### config.mk
export PLATFORM = sky130hd
export DESIGN_NAME = mpt_front
export DESIGN_NICKNAME = d
export VERILOG_FILES = /design/src/rtl/methylation_pileup_table_defines.svh /design/src/rtl/mpt_pkg.sv /design/src/rtl/mpt_front.sv
export SDC_FILE = /design/constraint.sdc
export NUM_CORES = 1
export LEC_CHECK = 0
export BUFFER_PORTS_ARGS = -buffer_cell sky130_fd_sc_hd__clkbuf_2
export CAP_MARGIN = 20
export CORE_AREA = 2 2 56 58
export DETAILED_ROUTE_END_ITERATION = 10
export DIE_AREA = 0 0 58 60
export GPL_TIMING_DRIVEN = 0
export MAX_ROUTING_LAYER = met4
export PLACE_DENSITY = 0.89
export REMOVE_ABC_BUFFERS = 1
export SYNTH_ARGS = -nofsm -noshare
export SYNTH_HDL_FRONTEND = slang
export SYNTH_SLANG_ARGS = --single-unit
### constraint.sdc
create_clock -name vclk -period 1.4
set_input_delay 0 -clock vclk [all_inputs]
set_output_delay 0 -clock vclk [all_outputs]
set_load 0.1 [all_outputs]
### src/rtl/methylation_pileup_table_defines.svh
`ifndef METHYLATION_PILEUP_TABLE_DEFINES_SVH
`define METHYLATION_PILEUP_TABLE_DEFINES_SVH

// Same-cycle implication, sampled on clk_i, off while rst_ni is low.
`define MPT_ASSERT_NOW(lbl, ante, cons, msg) \
  lbl: assert property (@(posedge clk_i) disable iff (!rst_ni) (ante) |-> (cons)) \
    else $error(msg);

// Next-cycle implication.
`define MPT_ASSERT_NEXT(lbl, ante, cons, msg) \
  lbl: assert property (@(posedge clk_i) disable iff (!rst_ni) (ante) |=> (cons)) \
    else $error(msg);

`endif

### src/rtl/mpt_pkg.sv
package mpt_pkg;

  localparam int TABLE_DEPTH = 2048;
  localparam int IDX_W       = $clog2(TABLE_DEPTH);
  localparam int CNT_W       = 24;
  localparam int QUEUE_DEPTH = 4;
  localparam int QPTR_W      = $clog2(QUEUE_DEPTH);

  localparam logic [CNT_W-1:0] CNT_MAX = '1;

  typedef enum logic {
    OP_COUNT = 1'b0,
    OP_FLUSH = 1'b1
  } op_kind_e;

  typedef enum logic [1:0] {
    CNT_NONE   = 2'd0,
    CNT_METH   = 2'd1,
    CNT_UNMETH = 2'd2
  } cnt_kind_e;

  typedef enum logic [1:0] {
    ST_CLEAR = 2'd0,
    ST_IDLE  = 2'd1,
    ST_EXEC  = 2'd2
  } back_state_e;

  typedef struct packed {
    op_kind_e         kind;
    logic [IDX_W-1:0] idx;
    logic [31:0]      pos;
    logic [9:0]       chrom;
    logic             minus;
    logic             cpg;
    cnt_kind_e        cnt;
  } op_t;

  typedef struct packed {
    logic             valid;
    logic [31:0]      pos;
    logic [9:0]       chrom;
    logic             minus;
    logic             cpg;
    logic [CNT_W-1:0] meth;
    logic [CNT_W-1:0] unmeth;
  } entry_t;

  typedef struct packed {
    logic             is_cpg;
    logic [CNT_W-1:0] meth_count;
    logic [CNT_W:0]   total_count;
    logic             site_minus;
    logic [9:0]       site_chrom;
    logic [31:0]      site_position;
  } site_t;

endpackage

### src/rtl/mpt_front.sv
module mpt_front import mpt_pkg::*; (
  input  logic        in_valid_i,
  input  logic        in_cmd_i,
  input  logic [79:0] in_data_i,
  input  logic        q_ready_i,
  input  logic        clearing_i,
  output logic        in_ready_o,
  output logic        q_push_o,
  output op_t         q_op_o
);

  localparam logic [7:0] CH_C  = 8'h43;
  localparam logic [7:0] CH_T  = 8'h54;
  localparam logic [7:0] CH_G  = 8'h47;
  localparam logic [7:0] CH_A  = 8'h41;
  localparam logic [7:0] CH_LA = 8'h61;
  localparam logic [7:0] CH_LZ = 8'h7a;

  function automatic logic [7:0] fold(input logic [7:0] c);
    logic [7:0] r;
    r = c;
    if (c >= CH_LA && c <= CH_LZ) begin
      r = c - 8'd32;
    end
    return r;
  endfunction

  logic [10:0] slot;
  logic [31:0] pos;
  logic [9:0]  chrom;
  logic        minus;
  logic [7:0]  ref_f, rd_f, ctx_f;
  logic [7:0]  meth_b, unmeth_b, cpg_b;
  logic        keep;

  assign slot  = in_data_i[10:0];
  assign pos   = in_data_i[42:11];
  assign chrom = in_data_i[52:43];
  assign minus = in_data_i[53];
  assign ref_f = fold(in_data_i[61:54]);
  assign rd_f  = fold(in_data_i[69:62]);
  assign ctx_f = fold(in_data_i[77:70]);

  assign meth_b   = minus ? CH_G : CH_C;
  assign unmeth_b = minus ? CH_A : CH_T;
  assign cpg_b    = minus ? CH_C : CH_G;

  always_comb begin
    q_op_o.pos   = pos;
    q_op_o.chrom = chrom;
    q_op_o.minus = minus;
    q_op_o.cpg   = (ctx_f == cpg_b);
    if (rd_f == meth_b) begin
      q_op_o.cnt = CNT_METH;
    end else if (rd_f == unmeth_b) begin
      q_op_o.cnt = CNT_UNMETH;
    end else begin
      q_op_o.cnt = CNT_NONE;
    end
    if (in_cmd_i) begin
      q_op_o.kind = OP_FLUSH;
      q_op_o.idx  = IDX_W'(slot);
      keep        = (32'(slot) < 32'(TABLE_DEPTH));
    end else begin
      q_op_o.kind = OP_COUNT;
      q_op_o.idx  = IDX_W'(pos % TABLE_DEPTH);
      keep        = (ref_f == meth_b);
    end
  end

  // non-cytosine bases and out-of-range flushes are consumed here
  assign in_ready_o = q_ready_i && !clearing_i;
  assign q_push_o   = in_valid_i && in_ready_o && keep;

endmodule

Yosys cells after proc, flatten, opt, wreduce, memory -nomap -nowiden

Cells that the tools add are included.

Flip-flop bits (word level): 0
Output and inout port bits: 60
Logic and storage cells: 30

Add/subtract/negate cells: 3
Order comparisons: 6
Equal/unequal tests: 4
Multiplexer cells: 10
Reduce and logical (&&, ||, !) cells: 7

Operators with widths:

| cell                  | number |
|---|---|
| $eq A8 B7 Y1          | 4 |
| $ge A8 B7 Y1 const B  | 3 |
| $le A8 B7 Y1 const B  | 3 |
| $mux W8               | 3 |
| $sub A8 B6 Y8 const B | 3 |
| $mux W12              | 1 |
| $logic_and A1 B1 Y1   | 6 |
| $mux W3               | 2 |
| $mux W5               | 1 |
| $mux W2               | 2 |
| $logic_not A1 Y1      | 1 |
| $mux W1               | 1 |

Logic depth before layout (Yosys ltp)

Gate-level depths: netlist of the first run.

Depth after elaboration: 6
Gate-level depth with buffers: 5
Gate-level depth less buffers: 5

Worst setup path before layout of the first run

Ideal clock, no wire load.

Path type: input to output
Start point: in in_data_i[75]
End point: out q_op_o[2] (netlist bit)
Data arrival time: 3.301 ns
Required time: 1.400 ns
Slack: -1.901 ns
Stages on the path: 5
Buffers on the path: 0
Cells stage by stage: inv_1 -> ha_1 -> o21ai_0 -> nand2_1 -> nor4_1

RTL lines:

| element            | line           | RTL |
|---|---|---|
| start: declaration | mpt_front.sv:4 | `input logic [79:0] in_data_i,` |
| end: declaration   | mpt_front.sv:9 | `output op_t q_op_o` |

==> results of run 1 <==
power breakdown:
group | internal, mW | switching, mW | total, mW
Clock | 0 | 0 | 0
Sequential | 0 | 0 | 0
Combinational | 0.120 | 0.423 | 0.543
path summary, 6_finish.rpt:
check	start	to	slack, ns	cells past startpoint
max	in_data_i[67]	q_op_o[1]	0.06	7
min	in_data_i[51]	q_op_o[12]	0.0007	0
cells in the final DEF (no fill, tap or decap), drive strengths merged:
cell	count
ha	3
a31oi	1
nand2	1
nor4	1
clkbuf	79
nor4bb	1
inv	6
nor2b	1
buf	1
o21ai	3
xor2	1
mux2	11
and4b	1
nand3	1
nand4b	2
xnor2	2
a41o	1
nor2	4
nor3	1
and3	1
cells by family after synthesis:
family,count (synthesis),share of synthesized area [%]
compound gates,5,4.73
mux,11,18.7
buf+inv,51,54.1
simple gates,14,12.9
xor+xnor,3,3.97
fa+ha+maj,3,5.67
critical path: cells and delay by family:
kind                       cells  cell delay, ns
buffers and inverters          3            0.62
adders and majority gates      1            0.27
and+or+nand+nor                2            0.30
AOI/OAI and AO/OA              1            0.16
per-stage QoR:
step                      setup WS [ns]  hold slack, ns  setup TNS (ns)  total power, mW  cell area (um2)
after floorplan                   -1.90               0           -4.49            0.266              327
after global placement          -0.0524        0.000970         -0.0524            0.541              768
after detailed placement        -0.0527        0.000970         -0.0527            0.545              768
after CTS                        0.0514        0.000970               0            0.547              771
after global routing             0.0148        0.000618               0            0.568              771
final                            0.0553        0.000665               0            0.543              771
final cells by class:
| class | instances | area (um2) | area share (%) |
|---|---|---|---|
| timing repair buffer | 80 | 403 | 52.3 |
| multi-input combinational | 36 | 304 | 39.4 |
| tap | 33 | 41.3 | 5.36 |
| inverter | 6 | 22.5 | 2.92 |
routing by layer:
layer | up-vias | GRT usage (%) | routed length [um]
met5 | - | - | 0
met2 | 87 | 22.1 | 1080
li1 | 317 | - | -
met3 | 2 | 17.3 | 757
met4 | 0 | 0.332 | 8
met1 | 279 | 16.0 | 1020
==> results.py, run 1 <==
metrics = {
    "run_status": {
        "status": "finished, final reports clean",
    },
    "sta": {
        "setup_viol": 0,
        "slew_violations": 0,
        "period_minus_slack_ns": 1.34,
        "worst_pin_slew_ns": 0.553,
        "rsz0062_at_grt": "no",
        "fin_crit_sh_pct": 96.0,
        "maxSlewHeadroom_pct": 63.3,
        "timing.fmax_mhz": 744,
        "hold_violations": 0,
    },
    "die": {
        "start_util_pct": 22.8,
        "die-area_um2": 3480,
        "ios": 144,
        "die_w_um": 58,
        "die_height_um": 60,
        "rows": 20,
        "coreArea_um2": 2900,
    },
    "place": {
        "dp_hpwl_um": 2720,
        "dp_cells": 155,
        "portBuffers": 80,
        "place.gp.congestion": 0.706,
    },
    "setup_path": {
        "setup.worst_path.end_class": "output pin",
        "worst_path_max_delay_cell": "clkbuf_2",
        "crit_type": "input pin to output pin",
        "crit_chain": "clkbuf_2 -> inv_1 -> ha_1 -> o21ai_0 -> nand3_1 -> nor3_1 -> clkbuf_2",
        "required_ns": 1.40,
        "cp-start-kind": "input pin",
        "crit_arrival_ns": 1.34,
        "slowest_delay_ns": 0.49,
        "timing.critical_path.mode_cell": "clkbuf_2",
        "worst-path-max-fanout": 2,
    },
    "worst_hold_path": {
        "min_path_type": "input pin to output pin",
    },
    "synthesis": {
        "seq_area_frac_synth_pct": 0,
        "ys_types": 20,
        "synthTopCellsByCount": "buf_4 (44), mux2_2 (11), inv_1 (6), nor2_1 (4)",
        "synthDominantCellAreaShare_pct": 49.9,
        "syn_avg_cell_area_um2": 7.61,
        "synthCells": 87,
        "yosysMostFrequentCell": "buf_4",
        "ys_warn_count": 0,
        "synthTopCellsByArea": "buf_4 (50%), mux2_2 (19%), ha_1 (5.7%)",
        "synth_top_area_cell": "buf_4",
        "synth_area_um2": 662,
    },
    "final_layout": {
        "fin_cells": 155,
        "postLayoutCoreUtil_pct": 26.6,
        "n_fill_cell": 339,
        "seq_cells": 0,
        "nets": 211,
        "diodes": 0,
        "clkbuf_count": 0,
        "layout-drive-gt1-share_pct": 74.6,
        "layout.area.seq_um2": 0,
        "syn2layout_area_growth_pct": 16.4,
    },
    "grt": {
        "grt_max_degree": 14,
        "grt_pass1_wl_um": 3790,
        "grt_pass1_vias": 669,
        "grt_use_total_pct": 15.8,
        "gr-total-overflow": 0,
        "antenna_found_initial": 0,
    },
    "detailed_routing": {
        "via_count": 685,
        "first_pass_iters": 2,
        "routedWlPerCell_um": 18.5,
        "drt.antenna.violating_nets": 0,
        "route.detailed.drc": 0,
        "vias_per_cell": 4.42,
        "finalWirelength_um": 2860,
        "drt_iter0_drc": 6,
    },
    "clock_tree": {
        "cts_hold_buf": 0,
        "cts_setup_buffers": 0,
        "cts-resized-gates": 1,
    },
    "job": {
        "drv_cap": 0,
    },
    "power": {
        "ir_drop_uv": 336,
        "leakagePower_nw": 0.483,
        "p_per_area_nw_per_um2": 704,
    },
}
No activity file was read; power rests on OpenSTA's default activity.
==> run 2, diff against run 1 <==
==> constraint.sdc (replaced) <==
create_clock -name vclk -period 1.7
set_input_delay 0 -clock vclk [all_inputs]
set_output_delay 0 -clock vclk [all_outputs]
set_load 0.1 [all_outputs]
==> run 2 against run 1 <==
  * Die area did not move
  * Critical path depth unchanged
  * Global-route usage stayed put
  * Wire length barely moved
  * Utilization shrank 0.086 points
  * Largest power group unchanged
  * Highest routed layer unchanged
==> results.py, run 2 (synthesis gave the netlist of run 1 again) <==
metrics = {
    "place": {
        "dp_cells": 155,
        "dp_hpwl_um": 2720,
        "portBuffers": 80,
        "place.gp.congestion": 0.706,
    },
    "final_layout": {
        "clkbuf_count": 0,
        "nets": 211,
        "layout_commonest_cell": "clkbuf_2",
        "syn2layout_area_growth_pct": 16.1,
        "postLayoutCoreUtil_pct": 26.5,
        "layout_common_cells": "clkbuf_2 (80), mux2_2 (11), inv_1 (6), nor2_1 (4)",
        "seq_cells": 0,
        "diodes": 0,
        "n_fill_cell": 340,
        "fin_cells": 155,
        "layout.area.seq_um2": 0,
        "layout-drive-gt1-share_pct": 74.6,
    },
    "grt": {
        "grt_use_total_pct": 15.8,
        "antenna_found_initial": 0,
        "top_usage_layer": "met2",
        "grt_max_degree": 14,
        "groute.layer.met3.usage_pct": 17.3,
        "use_met2_pct": 22.1,
        "grt_pass1_wl_um": 3790,
        "grt_pass1_vias": 669,
        "gr-total-overflow": 0,
        "grt_use_met1_pct": 16.0,
    },
    "detailed_routing": {
        "routedWlPerCell_um": 18.5,
        "finalWirelength_um": 2860,
        "drt_iter0_drc": 6,
        "vias_per_cell": 4.42,
        "drt.antenna.violating_nets": 0,
        "first_pass_iters": 2,
        "via_count": 685,
        "route.detailed.drc": 0,
    },
    "sta": {
        "timing.fmax_mhz": 708,
        "period_minus_slack_ns": 1.41,
        "setup_viol": 0,
        "maxSlewHeadroom_pct": 63.3,
        "hold_violations": 0,
        "worst_pin_slew_ns": 0.553,
        "rsz0062_at_grt": "no",
        "slew_violations": 0,
        "fin_crit_sh_pct": 83.1,
    },
    "clock_tree": {
        "cts-resized-gates": 0,
        "cts_hold_buf": 0,
        "cts_setup_buffers": 0,
    },
    "die": {
        "coreArea_um2": 2900,
        "ios": 144,
        "die_w_um": 58,
        "die-area_um2": 3480,
        "start_util_pct": 22.8,
        "die_height_um": 60,
        "rows": 20,
    },
    "worst_hold_path": {
        "whs_path_depth": 0,
        "min_path_type": "input pin to output pin",
    },
    "setup_path": {
        "required_ns": 1.70,
        "crit_type": "input pin to output pin",
        "cp-start-kind": "input pin",
        "crit_arrival_ns": 1.41,
        "setup.worst_path.end_class": "output pin",
        "worst-path-max-fanout": 2,
    },
    "job": {
        "drv_cap": 0,
    },
    "power": {
        "leakagePower_nw": 0.482,
        "ir_drop_uv": 277,
        "p_per_area_nw_per_um2": 581,
    },
    "run_status": {
        "status": "finished, final reports clean",
    },
}
run 2: changes by cell type in the layout (fill, tap and decap cells not counted):
cell      change
buf_2         -1
clkbuf_4      -1
clkbuf_2      +2
run 2: path summary, 6_finish.rpt:
kind                endpoint  slack [ns]           from
setup / recovery    q_push_o        0.29  in_data_i[59]
hold / removal    q_op_o[12]      0.0007  in_data_i[51]
run 2: cell type report:
class / count / area [um2] / area share (%)
well taps: 33 / 41.3 / 5.37
inverters: 6 / 22.5 / 2.93
repair buffers: 80 / 400 / 52.1
multi-input cells: 36 / 304 / 39.6
run 2: worst max-delay path, cell delays in order:
cell and delay [ns]:
clkbuf_2 0.09, inv_1 0.04, ha_1 0.27, o21ai_0 0.22, a41o_1 0.19, and3_1 0.15, clkbuf_2 0.45
run 2: per-layer routing:
metal / vias up / routed length, um / part of all wire, %
met4: 0 / 8 / 0.28
met2: 87 / 1080 / 38
met5: - / 0 / 0
li1: 317 / - / -
met3: 2 / 757 / 26
met1: 279 / 1020 / 36
run 2: through the flow:
stage	TNS, ns	setup WS, ns	cell area [um2]	total power [mW]	hold slack (ns)
after floorplan	-3.29	-1.60	327	0.219	0
final	0	0.288	768	0.447	0.000665
after global routing	0	0.185	768	0.467	0.000618
after detailed placement	0	0.247	768	0.449	0.000970
after global placement	0	0.248	768	0.445	0.000970
after CTS	0	0.246	768	0.450	0.000970
run 2: power breakdown:
| group | internal [mW] | switching, mW | leakage [nW] |
|---|---|---|---|
| Combinational | 0.0986 | 0.348 | 0.482 |
| Sequential | 0 | 0 | 0 |
| Clock | 0 | 0 | 0 |
| Total | 0.0986 | 0.348 | 0.482 |
==> run 3, diff against run 2 <==
--- a/config.mk
+++ b/config.mk
@@ -5,14 +5,15 @@
 export SDC_FILE = /design/constraint.sdc
 export NUM_CORES = 1
 export LEC_CHECK = 0
+export ABC_AREA = 1
 export BUFFER_PORTS_ARGS = -buffer_cell sky130_fd_sc_hd__clkbuf_2
 export CAP_MARGIN = 20
-export CORE_AREA = 2 2 56 58
+export CORE_ASPECT_RATIO = 0.5
+export CORE_UTILIZATION = 28
 export DETAILED_ROUTE_END_ITERATION = 10
-export DIE_AREA = 0 0 58 60
 export GPL_TIMING_DRIVEN = 0
 export MAX_ROUTING_LAYER = met4
-export PLACE_DENSITY = 0.89
+export PLACE_DENSITY = 0.95
 export REMOVE_ABC_BUFFERS = 1
 export SYNTH_ARGS = -nofsm -noshare
 export SYNTH_HDL_FRONTEND = slang
==> constraint.sdc (replaced) <==
create_clock -name vclk -period 1.45
set_input_delay 0 -clock vclk [all_inputs]
set_output_delay 0 -clock vclk [all_outputs]
set_load 0.1 [all_outputs]
==> run 3 against run 2 <==
  * Utilization grew 7.4 points
  * Clock-buffer cell count is the same
  * Highest routed layer is now met3
  * Via count is 34% higher
  * Critical endpoint unchanged
==> results.py, run 3 <==
metrics = {
    "run_status": {
        "status": "finished, final reports clean",
    },
    "synthesis": {
        "yosysMostFrequentCell": "nand2_1",
        "synthTopCellsByArea": "buf_4 (42%), nand2_1 (26%), inv_1 (7.2%)",
        "synthDominantCellAreaShare_pct": 42.4,
        "synth_area_um2": 779,
        "seq_area_frac_synth_pct": 0,
        "ys_types": 16,
        "synthCells": 146,
        "synthTopCellsByCount": "nand2_1 (53), buf_4 (44), inv_1 (15), nor2_1 (15)",
        "ys_warn_count": 0,
        "synth_top_area_cell": "buf_4",
        "syn_avg_cell_area_um2": 5.34,
    },
    "die": {
        "coreArea_um2": 2620,
        "die-area_um2": 3010,
        "die_w_um": 76.6,
        "ios": 144,
        "rows": 13,
        "start_util_pct": 29.8,
        "die_height_um": 39.3,
    },
    "sta": {
        "maxSlewHeadroom_pct": 63.5,
        "fin_crit_sh_pct": 94.0,
        "period_minus_slack_ns": 1.36,
        "rsz0062_at_grt": "no",
        "slew_violations": 0,
        "fin_hold_ws_ns": 0.000217,
        "hold_violations": 0,
        "worst_pin_slew_ns": 0.549,
        "finalWorstSetupSlack_ns": 0.0868,
        "setup_viol": 0,
        "timing.fmax_mhz": 734,
    },
    "grt": {
        "antenna_found_initial": 0,
        "grt_pass1_wl_um": 3340,
        "grt_pass1_vias": 615,
        "gr-total-overflow": 0,
        "grt_use_total_pct": 16.4,
        "grt_max_degree": 14,
    },
    "setup_path": {
        "crit_arrival_ns": 1.36,
        "crit_chain": "clkbuf_2 -> inv_1 -> ha_1 -> nor2_1 -> nor2_1 -> nor2_1 -> nand2_1 -> a21oi_1 -> clkbuf_2",
        "critical-path-top-delay-family": "buffers and inverters",
        "slowest_delay_ns": 0.47,
        "worst-path-max-fanout": 2,
        "setup.worst_path.end_class": "output pin",
        "path_buf_inv": 3,
        "cp-start-kind": "input pin",
        "worst_path_max_delay_cell": "clkbuf_2",
        "crit_type": "input pin to output pin",
        "required_ns": 1.45,
        "timing.critical_path.mode_cell": "nor2_1",
    },
    "place": {
        "portBuffers": 80,
        "place.gp.congestion": 0.803,
        "dp_slack_ns": 0.0931,
        "dp_hpwl_um": 2550,
    },
    "final_layout": {
        "diodes": 0,
        "layout.area.seq_um2": 0,
        "layout_commonest_cell": "clkbuf_2",
        "seq_cells": 0,
        "clkbuf_count": 0,
        "nets": 269,
        "syn2layout_area_growth_pct": 13.6,
        "layout-drive-gt1-share_pct": 45.0,
        "layout_common_cells": "clkbuf_2 (80), nand2_1 (53), inv_1 (15), nor2_1 (15)",
    },
    "power": {
        "leakagePower_nw": 0.622,
        "ir_drop_uv": 238,
        "p_per_area_nw_per_um2": 620,
        "p_sw_share_pct": 79.9,
        "p_comb_share_pct": 100.0,
        "clock_power_share_pct": 0,
        "p_sw_uw": 438,
        "p_int_uw": 110,
        "p_seq_share_pct": 0,
    },
    "detailed_routing": {
        "routedWlPerCell_um": 13.0,
        "finalWirelength_um": 2810,
        "vias_per_cell": 4.23,
        "drt_iter0_drc": 46,
        "route.detailed.drc": 0,
        "first_pass_iters": 5,
        "via_count": 918,
        "drt.antenna.violating_nets": 0,
    },
    "job": {
        "drv_cap": 0,
    },
    "clock_tree": {
        "cts_hold_buf": 0,
        "cts_setup_buffers": 0,
        "cts-resized-gates": 0,
    },
    "worst_hold_path": {
        "min_path_type": "input pin to output pin",
    },
}
## run 3: cell types whose count changed after synthesis, sizes merged, moves of 2 or more
| cell | change |
|---|---|
| nand4b | -2 |
| nor2 | +11 |
| nand2 | +52 |
| nand3 | +2 |
| nand3b | +2 |
| xnor2 | -2 |
| mux2 | -11 |
| inv | +9 |
## run 3: final timing paths
check             cells past startpoint         end  slack, ns           from
setup / recovery                      9    q_push_o       0.09  in_data_i[59]
hold / removal                        0  q_op_o[11]     0.0002  in_data_i[50]
## run 3: per-stage QoR
stage	cell area, um2	power (mW)	utilization, %	TNS, ns	std cells
after CTS	886	0.549	33.8	0	217
after global placement	886	0.541	33.8	0	217
after floorplan	439	0.271	-	-2.53	100
after detailed placement	886	0.548	33.8	0	217
final	886	0.549	33.8	0	217
after global routing	886	0.578	33.8	0	217
## run 3: area by class of cell
cell class	count	area [um2]
fill	283	1730
timing repair buffer	80	400
multi-input combinational	85	383
inverter	15	56.3
tap	37	46.3
## run 3: power by group through the flow
stage | clock network (mW) | registers (mW) | logic [mW]
after global placement | 0 | 0 | 0.541
final | 0 | 0 | 0.549
after CTS | 0 | 0 | 0.549
after floorplan | 0 | 0 | 0.271
after detailed placement | 0 | 0 | 0.548
after global routing | 0 | 0 | 0.578
## run 3: routing by layer
metal / part of all wire, % / GRT usage, % / vias up
met5: 0 / - / -
li1: - / - / 465
met1: 42 / 19.3 / 394
met4: 0 / 0 / 0
met2: 38 / 17.3 / 59
met3: 19 / 18.1 / 0
## run 3: cell families (layout without fill, tap and decap cells)
kind of cell,Yosys count,count (layout),synth area share [%]
buffers and inverters,61,95,50.9
AO/OA/AOI/OAI,6,6,4.98
XOR/XNOR,1,1,1.12
adder cells (fa/ha/maj),3,3,4.82
AND/OR/NAND/NOR,75,75,38.2
