<file path="src/rtl/methylation_pileup_table_defines.svh">
`ifndef METHYLATION_PILEUP_TABLE_DEFINES_SVH
`define METHYLATION_PILEUP_TABLE_DEFINES_SVH

// Same-cycle implication, sampled on clk_i, off while rst_ni is low.
`define MPT_ASSERT_NOW(lbl, ante, cons, msg) \
  lbl: assert property (@(posedge clk_i) disable iff (!rst_ni) (ante) |-> (cons)) \
    else $error(msg);

// Next-cycle implication.
`define MPT_ASSERT_NEXT(lbl, ante, cons, msg) \
  lbl: assert property (@(posedge clk_i) disable iff (!rst_ni) (ante) |=> (cons)) \
    else $error(msg);

`endif

</file>
<file path="src/rtl/mpt_pkg.sv">
package mpt_pkg;

  localparam int TABLE_DEPTH = 2048;
  localparam int IDX_W       = $clog2(TABLE_DEPTH);
  localparam int CNT_W       = 24;
  localparam int QUEUE_DEPTH = 4;
  localparam int QPTR_W      = $clog2(QUEUE_DEPTH);

  localparam logic [CNT_W-1:0] CNT_MAX = '1;

  typedef enum logic {
    OP_COUNT = 1'b0,
    OP_FLUSH = 1'b1
  } op_kind_e;

  typedef enum logic [1:0] {
    CNT_NONE   = 2'd0,
    CNT_METH   = 2'd1,
    CNT_UNMETH = 2'd2
  } cnt_kind_e;

  typedef enum logic [1:0] {
    ST_CLEAR = 2'd0,
    ST_IDLE  = 2'd1,
    ST_EXEC  = 2'd2
  } back_state_e;

  typedef struct packed {
    op_kind_e         kind;
    logic [IDX_W-1:0] idx;
    logic [31:0]      pos;
    logic [9:0]       chrom;
    logic             minus;
    logic             cpg;
    cnt_kind_e        cnt;
  } op_t;

  typedef struct packed {
    logic             valid;
    logic [31:0]      pos;
    logic [9:0]       chrom;
    logic             minus;
    logic             cpg;
    logic [CNT_W-1:0] meth;
    logic [CNT_W-1:0] unmeth;
  } entry_t;

  typedef struct packed {
    logic             is_cpg;
    logic [CNT_W-1:0] meth_count;
    logic [CNT_W:0]   total_count;
    logic             site_minus;
    logic [9:0]       site_chrom;
    logic [31:0]      site_position;
  } site_t;

endpackage

</file>
<file path="src/rtl/mpt_queue.sv">
module mpt_queue import mpt_pkg::*; (
  input  logic clk_i,
  input  logic rst_ni,
  input  logic push_i,
  input  op_t  push_op_i,
  output logic ready_o,
  input  logic pop_i,
  output logic valid_o,
  output op_t  pop_op_o
);

  op_t               buf_q [QUEUE_DEPTH];
  logic [QPTR_W-1:0] wr_q, wr_d, rd_q, rd_d;
  logic [QPTR_W:0]   cnt_q, cnt_d;
  logic              do_push, do_pop;

  assign ready_o  = (cnt_q != (QPTR_W+1)'(QUEUE_DEPTH));
  assign valid_o  = (cnt_q != '0);
  assign pop_op_o = buf_q[rd_q];
  assign do_push  = push_i && ready_o;
  assign do_pop   = pop_i && valid_o;

  always_comb begin
    wr_d  = do_push ? wr_q + 1'b1 : wr_q;
    rd_d  = do_pop  ? rd_q + 1'b1 : rd_q;
    cnt_d = cnt_q + (QPTR_W+1)'(do_push) - (QPTR_W+1)'(do_pop);
  end

  always_ff @(posedge clk_i or negedge rst_ni) begin
    if (!rst_ni) begin
      wr_q  <= '0;
      rd_q  <= '0;
      cnt_q <= '0;
    end else begin
      wr_q  <= wr_d;
      rd_q  <= rd_d;
      cnt_q <= cnt_d;
    end
  end

  always_ff @(posedge clk_i) begin
    if (do_push) begin
      buf_q[wr_q] <= push_op_i;
    end
  end

endmodule

</file>
<file path="config.mk">
export PLATFORM = sky130hd
export DESIGN_NAME = mpt_queue
export DESIGN_NICKNAME = d
export VERILOG_FILES = /design/src/rtl/methylation_pileup_table_defines.svh /design/src/rtl/mpt_pkg.sv /design/src/rtl/mpt_queue.sv
export SDC_FILE = /design/constraint.sdc
export NUM_CORES = 1
export LEC_CHECK = 0
export ABC_AREA = 1
export BUFFER_PORTS_ARGS = -buffer_cell sky130_fd_sc_hd__buf_4
export CELL_PAD_IN_SITES_DETAIL_PLACEMENT = 0
export CELL_PAD_IN_SITES_GLOBAL_PLACEMENT = 1
export CORE_MARGIN = 5
export CORE_UTILIZATION = 40
export CTS_CLUSTER_DIAMETER = 60
export DETAILED_ROUTE_END_ITERATION = 16
export PLACE_DENSITY_LB_ADDON = 0.1
export REMOVE_ABC_BUFFERS = 1
export SLEW_MARGIN = 10
export SYNTH_ARGS = -nofsm -noshare
export SYNTH_HDL_FRONTEND = slang
export SYNTH_SLANG_ARGS = --single-unit
</file>
<file path="constraint.sdc">
create_clock -name clk_i -period 4.5 [get_ports clk_i]
set_clock_uncertainty 0.2 [all_clocks]
set_input_delay 0.225 -clock clk_i [delete_from_list [all_inputs] [get_ports clk_i]]
set_output_delay 0.225 -clock clk_i [all_outputs]
set_load 0.005 [all_outputs]
</file>
# == Word-level counts from Yosys, hierarchy flattened ==
# Memories as Yosys holds them, arrays and structs flattened.
# Cells that the tools add are included.
# word_totals
wordCells,14
in_bits,62
n_memories,1
output_inout_bits,60
ram_bits,232
regBits,7
# op_classes
reduce_logical,3
mux,2
n_eq_ne,1
addsub,4
# mem_list
name,depth,word_bits,rd,rd_ports_with_merged_regs,write_ports,line_no,text
buf_q,4,58,1,0,1,mpt_queue.sv:12,op_t buf_q [QUEUE_DEPTH];
# op_table
op,count
2-bit by 1-bit adder with 2-bit output (second input constant),2
3-bit by 1-bit adder with 3-bit output,1
3-bit != test (second input constant),1
3-bit nonzero test,1
3-bit by 1-bit subtractor with 3-bit output,1
1-bit logical AND,2
1-bit two-way mux,2

# == Longest topological paths before layout ==
# Gate-level depths: netlist (run 1).
# logic_depth
depth_word,4
mapped_depth,12
ltp_nobuf,12

# == Worst setup path after synthesis (run 1) ==
# Ideal clock, no wire load.
# synth_timing
path_kind,register to register
start,register cnt_q[1]
end,memory buf_q[0][0] in the netlist's numbering (enable)
setup_slack_ps,650
setup_time_ps,474
path_stages_with_launch,5
n_path_buf,0
arrival_time_ps,3176
period_less_slack_ps,3850
required_time_ps,3826
path_cell_list,dfrtp_1 > nor2_1 > nand2_1 > nand2_1 > nor2_1
# synth_between
elab_chain_len,4
# synth_lines
item,line_no,text
"start, declared",mpt_queue.sv:14,"logic [QPTR_W:0] cnt_q, cnt_d;"
"start signal, assigned",mpt_queue.sv:37,cnt_q <= cnt_d;
3-bit != test,mpt_queue.sv:17,assign ready_o = (cnt_q != (QPTR_W+1)'(QUEUE_DEPTH));
net ready_o,mpt_queue.sv:6,"output logic ready_o,"
1-bit logical AND,mpt_queue.sv:20,assign do_push = push_i && ready_o;
1-bit two-way mux,mpt_queue.sv:42,if (do_push) begin
1-bit two-way mux (implied by the code),mpt_queue.sv:43,buf_q[wr_q] <= push_op_i;
"end, declared",mpt_queue.sv:12,
# The timed path passes the listed nets, and every way through them passes these cells.

==> results_dict.tcl, run 1 <==
set metrics [dict create \
    status "finished clean" \
    total_power_w 0.00762 \
    p_leak_nw 4.87 \
    min_path_cells 2 \
    port_buffers 121 \
    gr-usage-met3 0.0281 \
    ff2ff_setup_slack_ps 1690 \
    layout-drive-gt1-share 0.176 \
    grt_overflow 0 \
    h-tree-depth 1 \
    worstMarginPinSlew_ps 1100 \
    slew_headroom 0.265 \
    nFillCells 2038 \
    min_period_ps 3420 \
    drcViolationCount 0 \
    grt_pass1_wl_mm 32.3 \
    dpl.hpwl_mm 11.9 \
    start_kind "flip-flop" \
    die_area_um2 26900 \
    core_um2 23400 \
    wirelength_mm 20.4 \
    grt_max_degree 110 \
    endpoint_kind "output pin" \
    finalSetupViolations 0 \
    syn_avg_cell_area_um2 12.0 \
    synth.distinct_cells 15 \
    synth_top_family_by_area "simple AND/OR/NAND/NOR gates" \
    cts.sinks 239 \
    avgRoutedWirePerCell_um 15.5 \
    gr-usage-met1 0.208 \
    grt-busiest-layer "met2" \
    synth_fa_ha_area_frac 0.0100 \
    tns_ps 0 \
    finalHoldViolations 0 \
    cts_buffers 27 \
    required_ps 4070 \
    grt_usage 0.153 \
    die_w_um 164 \
    clk_pin_slew_ps 60 \
    ioPinCount 122 \
    antenna_found_initial 0 \
    gr-usage-met2 0.254 \
    finalWorstSetupSlack_ps 1080 \
    synth_xor_area_frac 0 \
    slew_violations 0 \
    max_clock_freq_mhz 292 \
    die_h_um 164 \
    hp-class "in -> reg" \
    gp_congestion 0.691 \
    insertion_delay_ps 520 \
    fin_crit_sh 0.761 \
    seq_area_um2 7150 \
    ys_ff_latch 239 \
    postPlaceCellArea_um2 10700 \
    ys_seq_area_frac 0.752 \
    nNetsFinal 1046 \
    synth-simple-area-share 0.127 \
    pre_cts_slack_ps 1580 \
    synth_cells 792 \
    cts_tree "done" \
    vias_per_cell 4.58 \
    clockRootBuffer "clkbuf_16" \
    reg2reg_depth 5 \
    rows 56 \
    final_area_um2 12200 \
    cp_max_fo 109 \
    powerDensity_nw_per_um2 627 \
    vias 6017 \
    synthesis.area_um2 9500 \
    area_growth_syn_to_layout_pct 27.9 \
    synth_compound_area_frac 0.0611 \
    drtIter0Drc 309 \
    ant_nets 0 \
    rsz0062_at_grt "false" \
    start_util 0.406 \
    multiInputGateArea_um2 1910 \
    grt_pass1_vias 6018 \
    ir_drop_mv 0.417 \
    synthMuxAreaShare 0 \
    antenna_cells 0 \
    arrival_ps 3000 \
    maxCapViolations 0 \
    yosys_warnings 0 \
    dr.pass1.iters 4 \
    clockBufferDepth 3 \
    critPathKind "reg -> out" \
]
-- layer usage --
metal | up-vias | part of all wire
met2 | 125 | 0.47
met1 | 2844 | 0.46
met5 | - | 0
met4 | 0 | 0.018
met3 | 27 | 0.049
li1 | 3021 | -
-- placed cells by master, fill, tap and decap left out, types with 2 or more instances in the layout --
cell	n
edfxtp_1	232
dfrtp_1	6
o21ai_0	82
clkbuf_16	27
nor2_1	117
dlygate4sd3_1	62
nand3_1	5
nor2_4	4
clkinv_1	6
nand2_1	193
inv_6	2
inv_1	72
buf_4	130
clkbuf_1	5
clkinv_2	7
o21ai_1	34
ha_1	6
-- final cells by class --
| cell class | count | share of cell area |
|---|---|---|
| flip-flops and latches | 239 | 0.588 |
| clock buffers | 32 | 0.0572 |
| well taps | 319 | 0.0328 |
| inverters | 74 | 0.0231 |
| multi-input cells | 442 | 0.157 |
| repair buffers | 193 | 0.133 |
| clock inverters | 16 | 0.00865 |
-- final timing paths --
kind / start / end
max: rd_q[0]$_DFFE_PN0P_ / pop_op_o[30]
min: push_op_i[25] / buf_q[2][25]$_DFFE_PP_
max reg2reg: cnt_q[1]$_DFF_PN0_ / buf_q[2][52]$_DFFE_PP_
min reg2reg: cnt_q[0]$_DFF_PN0_ / cnt_q[0]$_DFF_PN0_
max in group asynchronous: rst_ni / rd_q[0]$_DFFE_PN0P_
min in group asynchronous: rst_ni / cnt_q[0]$_DFF_PN0_
-- cells in the mapped netlist --
library cell / instances / share of area
dfrtp_1: 7 / 0.018
inv_2: 2 / 0.00079
clkbuf_1: 9 / 0.0036
edfxtp_1: 232 / 0.73
fa_1: 1 / 0.0021
ha_1: 6 / 0.0079
nand2_1: 193 / 0.076
nor2_1: 121 / 0.048
nand3_1: 5 / 0.0026
o21ai_1: 34 / 0.018
buf_6: 6 / 0.0071
o21ai_0: 82 / 0.043
inv_1: 72 / 0.028
buf_1: 10 / 0.0040
buf_2: 12 / 0.0063
-- through the flow --
step / hold WS [ps] / utilization / cells
final: 247 / 0.519 / 1315
after global routing: 240 / 0.519 / 1315
after CTS: 226 / 0.519 / 1315
after detailed placement: -148 / 0.459 / 1205
after global placement: -152 / 0.459 / 1205
after floorplan: -271 / - / 755
-- power by group --
part           total (W)  internal [W]  switching, W
clock network    0.00197       0.00115      0.000821
registers        0.00312       0.00293      0.000188
logic            0.00252       0.00101       0.00151
-- flip-flops by register name, summed over array words and instances (netlist names) --
name,count
buf_q,232
rd_q,2
cnt_q,3
wr_q,2
-- logic make-up after synthesis --
kind of cell,count (synthesis)
DFF,239
and+or+nand+nor,319
AOI/OAI and AO/OA,116
buffers and inverters,111
adders and majority gates,7
-- worst max-delay path, stage by stage, from the launching register on --
cell     delay (ps)
dfrtp_4         860
buf_4           870
nand2_1         100
o21ai_1         150
nand2_1          80
nand2_1         130
buf_4           110
-- repair_timing --
action	in CTS	in global routing
hold buffers	62	0
resized for setup	0	0
endpoints found under the hold margin	243	0
setup buffers	0	0
Note: power is estimated with default switching activity, not from simulation.
==> run 2, diff against run 1 <==
- clock period: 4.5 -> 3.5 ns (I/O delays scaled with it)
==> run 2 against run 1 <==
Effect of this change: first-iteration DRC count is 29% lower; register-to-register slack worse by 640 ps; routed wire length is 1.3% lower; worst setup slack worse by 170 ps; non-clock buffer count is 4 higher; critical path depth stayed put; power is 29% higher; flip-flop and latch count stayed put; sequential share of layout area is 0.22 points lower; cell area is 0.38% higher; count of clock-buffer cells in the layout is 1 lower; core utilization is 0.20 points higher; highest routed layer unchanged.
==> results_dict.tcl, run 2 (synthesized netlist as in run 1, its figures left out) <==
set metrics [dict create \
    cts_buffers 27 \
    min_period_ps 2600 \
    slew_violations 0 \
    layout-drive-gt1-share 0.182 \
    gp_congestion 0.725 \
    tns_ps 0 \
    reg2reg_depth 10 \
    gr-usage-met3 0.0284 \
    p_leak_nw 4.89 \
    avgRoutedWirePerCell_um 15.3 \
    cts_tree "done" \
    start_kind "flip-flop" \
    grt_usage 0.150 \
    dr.pass1.iters 4 \
    critPathKind "reg -> out" \
    final_cell_mix "232 x edfxtp_1, 193 x nand2_1, 134 x buf_4" \
    cts_resized 0 \
    status "finished clean" \
    largest_reg_flops 232 \
    drcViolationCount 0 \
    ant_nets 0 \
    finalHoldViolations 0 \
    grt-busiest-layer "met2" \
    fin_crit_sh 0.742 \
    nNetsFinal 1050 \
    postPlaceCellArea_um2 10800 \
    final_area_um2 12200 \
    clockRootBuffer "clkbuf_16" \
    vias 6084 \
    area_growth_syn_to_layout_pct 28.4 \
    gr-usage-met2 0.262 \
    grt_pass1_wl_mm 31.6 \
    start_util 0.406 \
    top_regs "buf_q x232, cnt_q x3" \
    maxCapViolations 0 \
    die_h_um 164 \
    dpl.hpwl_mm 11.7 \
    ioPinCount 122 \
    port_buffers 121 \
    nFillCells 2076 \
    endpoint_kind "output pin" \
    rsz0062_at_grt "false" \
    required_ps 3120 \
    gr-usage-met1 0.193 \
    clockBufferDepth 3 \
    ir_drop_mv 0.400 \
    top_register "buf_q" \
    grt_overflow 0 \
    wirelength_mm 20.1 \
    min_path_cells 2 \
    finalSetupViolations 0 \
    antenna_found_initial 1 \
    h-tree-depth 1 \
    rows 56 \
    core_um2 23400 \
    die_area_um2 26900 \
    arrival_ps 2220 \
    max_clock_freq_mhz 385 \
    vias_per_cell 4.61 \
    insertion_delay_ps 520 \
    powerDensity_nw_per_um2 806 \
    cp_max_fo 92 \
    clk_pin_slew_ps 60 \
    total_power_w 0.00983 \
    drtIter0Drc 220 \
    grt_max_degree 93 \
    hp-class "in -> reg" \
    slew_headroom 0.398 \
    worstMarginPinSlew_ps 903 \
    die_w_um 164 \
    cts.sinks 239 \
    final_common_cell "edfxtp_1" \
    grt_pass1_vias 6106 \
]
==> run 2: cell types whose count changed in the layout (fill, tap and decap cells not counted) <==
cell,delta
clkinv_4,+2
clkbuf_1,-1
clkinv_1,-2
diode_2,+1
clkinvlp_4,+1
buf_4,+4
==> run 2: timing repair <==
action / in CTS / in global routing
hold buffers: 62 / 0
endpoints found under the hold margin: 243 / 0
buffers inserted: 0 / 0
==> run 2: critical path: stages (launching register included) <==
cell	delay, ps
dfrtp_4	420
buf_4	710
nor2_1	130
nor2_1	110
o21ai_0	80
nand2_1	110
buf_4	110
==> run 2: metal layers <==
metal,vias to the layer above,share of wire
met5,-,0
met1,2914,0.44
met3,30,0.044
met4,0,0.019
li1,3028,-
met2,112,0.50
==> run 2: power breakdown <==
group          internal (W)  switching [W]
sequential          0.00377       0.000135
combinational       0.00133        0.00206
clock               0.00149        0.00105
==> run 2: metrics by stage <==
stage	utilization	instances	setup WS, ps	hold slack, ps
after floorplan	-	755	-1080	-321
after global placement	0.460	1209	1110	-208
after detailed placement	0.460	1209	1040	-205
after CTS	0.521	1319	840	172
after global routing	0.521	1320	692	184
final	0.521	1320	904	193
==> run 2: final timing paths <==
check / to / start / slack [ps]
worst min register to register: cnt_q[0]$_DFF_PN0_ / cnt_q[0]$_DFF_PN0_ / 320
min in group asynchronous: rd_q[1]$_DFFE_PN0P_ / rst_ni / 420
worst min-delay path: buf_q[2][56]$_DFFE_PP_ / push_op_i[56] / 190
max in group asynchronous: rd_q[0]$_DFFE_PN0P_ / rst_ni / 2390
worst max register to register: cnt_q[2]$_DFF_PN0_ / cnt_q[1]$_DFF_PN0_ / 1050
worst max-delay path: pop_op_o[56] / rd_q[0]$_DFFE_PN0P_ / 900
==> run 2: cell type report <==
type                    instances  area [um2]  area share
diodes                          1        2.50    0.000205
inverters                      74         280      0.0230
repair buffers                197        1650       0.135
clock buffers                  31         691      0.0566
multi-input cells             442        1910       0.157
flip-flops and latches        239        7150       0.586
well taps                     319         399      0.0327
clock inverters                17         123      0.0101
==> run 3, diff against run 2 <==
- clock period: 3.5 -> 2.7 ns (I/O delays scaled with it)
==> run 3 against run 2 <==
Effect of this change: core utilization rose by 0.50 points; global-route usage fell by 0.12 points; count of clock-buffer cells in the layout fell by 1; first-iteration DRC count rose by 28%; routed wire length fell by 0.95%; register-to-register slack got worse by 550 ps; largest power group unchanged; final cell count barely moved; non-clock buffer count rose by 2; critical path depth fell by 1; cell area rose by 0.95%.
==> results_dict.tcl, run 3 (synthesized netlist as in run 1, its figures left out) <==
set metrics [dict create \
    min_period_ps 2400 \
    status "finished clean" \
    total_power_w 0.0130 \
    reg2reg_to "cnt_q[2]$_DFF_PN0_" \
    nNetsFinal 1051 \
    place_inst 1211 \
    vias_per_cell 4.61 \
    antenna_found_initial 0 \
    tns_ps 0 \
    hold-path-endpoint "buf_q[0][24]$_DFFE_PP_" \
    hp-start "push_op_i[24]" \
    grt_pass1_vias 6077 \
    final_area_um2 12300 \
    clockRootBuffer "clkbuf_16" \
    rsz0062_at_grt "false" \
    layout-drive-gt1-share 0.181 \
    cts_buffers 26 \
    clk_pin_slew_ps 60 \
    max_clock_freq_mhz 416 \
    p_comb_frac 0.342 \
    powerDensity_nw_per_um2 1060 \
    final_common_cell "edfxtp_1" \
    top_register "buf_q" \
    nFillCells 2027 \
    port_buffers 121 \
    path_delay_family "buffers and inverters" \
    gp_congestion 0.706 \
    rows 56 \
    vias 6089 \
    path_cells "inv_2 > buf_4 > o21ai_0 > nand2_1 > buf_4" \
    insertion_delay_ps 510 \
    grt_usage 0.149 \
    hp-class "in -> reg" \
    area_growth_syn_to_layout_pct 29.6 \
    die_h_um 164 \
    dr.pass1.iters 4 \
    maxCapViolations 0 \
    final_cell_mix "232 x edfxtp_1, 193 x nand2_1, 130 x buf_4" \
    slew_headroom 0.624 \
    critPathMaxStageDelay_ps 580 \
    critPathKind "reg -> out" \
    start_kind "flip-flop" \
    slew_violations 0 \
    avgRoutedWirePerCell_um 15.1 \
    cts_tree "done" \
    grt_overflow 0 \
    fin_crit_sh 0.890 \
    p_sw_frac 0.324 \
    core_um2 23400 \
    top_regs "buf_q x232, cnt_q x3" \
    critical_path.slowest_cell "dfrtp_4" \
    cpMostUsedCell "buf_4" \
    clockBufferDepth 3 \
    p_int_w 0.00880 \
    p_seq_frac 0.392 \
    r2r-start "cnt_q[1]$_DFF_PN0_" \
    wirelength_mm 19.9 \
    die_area_um2 26900 \
    cts.sinks 239 \
    h-tree-depth 1 \
    start_util 0.406 \
    required_ps 2370 \
    ff2ff_setup_slack_ps 500 \
    drtIter0Drc 282 \
    min_path_cells 2 \
    reg2reg_depth 11 \
    cp_num_buf_inv 3 \
    stdcell_count 1321 \
    p_leak_nw 4.94 \
    arrival_ps 2070 \
    antenna_cells 0 \
    cp_max_fo 19 \
    switchingPower_w 0.00421 \
    dpl.hpwl_mm 11.6 \
    grt_pass1_wl_mm 31.5 \
    drcViolationCount 0 \
    endpoint_kind "output pin" \
    finalHoldViolations 0 \
    die_w_um 164 \
    ir_drop_mv 0.539 \
    ioPinCount 122 \
    ant_nets 0 \
    largest_reg_flops 232 \
    postPlaceCellArea_um2 10800 \
    finalSetupViolations 0 \
    grt_max_degree 96 \
    worstMarginPinSlew_ps 565 \
    power.clock.fraction 0.266 \
]
## run 3: cell count changes in the layout (fill, tap and decap cells not counted), sizes merged
| cell | change |
|---|---|
| buf | +2 |
| bufinv | +2 |
| clkbuf | -1 |
| diode | -1 |
| inv | -1 |
## run 3: through the flow
stage | worst slack [ps] | hold WS, ps | utilization
floorplan | -1840 | -361 | -
global route | 122 | 150 | 0.526
global placement | 561 | -248 | 0.463
CTS | 111 | 138 | 0.526
finish | 298 | 160 | 0.526
detailed placement | 493 | -247 | 0.463
## run 3: power groups by stage
| stage | logic [W] | registers [W] | clock network, W |
|---|---|---|---|
| finish | 0.00445 | 0.00509 | 0.00346 |
| global route | 0.00505 | 0.00516 | 0.00371 |
| CTS | 0.00459 | 0.00510 | 0.00356 |
| detailed placement | 0.00450 | 0.00518 | 0 |
| global placement | 0.00441 | 0.00514 | 0 |
| floorplan | 0.00209 | 0.00538 | 0 |
## run 3: how the worst max path moves through the flow
stage	start	to	cells after the start
after floorplan	rd_q[0]$_DFFE_PN0P_	pop_op_o[0]	3
after CTS	rd_q[0]$_DFFE_PN0P_	pop_op_o[41]	6
after detailed placement	cnt_q[1]$_DFF_PN0_	cnt_q[2]$_DFF_PN0_	11
final	rd_q[0]$_DFFE_PN0P_	pop_op_o[13]	5
after global placement	cnt_q[1]$_DFF_PN0_	cnt_q[2]$_DFF_PN0_	11
after global routing	rd_q[0]$_DFFE_PN0P_	pop_op_o[13]	5
## run 3: layout make-up
| type | instances | area [um2] | share of cell area |
|---|---|---|---|
| clock buffer | 30 | 687 | 0.0558 |
| clock inverter | 18 | 164 | 0.0133 |
| inverter | 74 | 280 | 0.0228 |
| multi-input combinational | 442 | 1910 | 0.155 |
| sequential | 239 | 7150 | 0.580 |
| tap | 319 | 399 | 0.0324 |
| timing repair buffer | 199 | 1730 | 0.140 |
## run 3: what timing repair did
item,CTS,global route
gates resized for setup,0,1
hold buffers,62,0
buffers inserted,0,0
endpoints found under the hold margin,243,0
endpoints found under the setup margin,0,11
## run 3: metal layers
| metal | vias to the layer above | track usage | part of all wire |
|---|---|---|---|
| met2 | 136 | 0.254 | 0.49 |
| li1 | 3040 | - | - |
| met5 | - | 0 | 0 |
| met3 | 33 | 0.0276 | 0.047 |
| met4 | 0 | 0.0366 | 0.024 |
| met1 | 2880 | 0.198 | 0.44 |
## run 3: worst reg2reg max path, delay by kind of cell, from the launching register on
kind	cells	cell delay, ps
buf+inv	3	150
simple gates	5	540
flops	1	420
fa+ha+maj	3	780
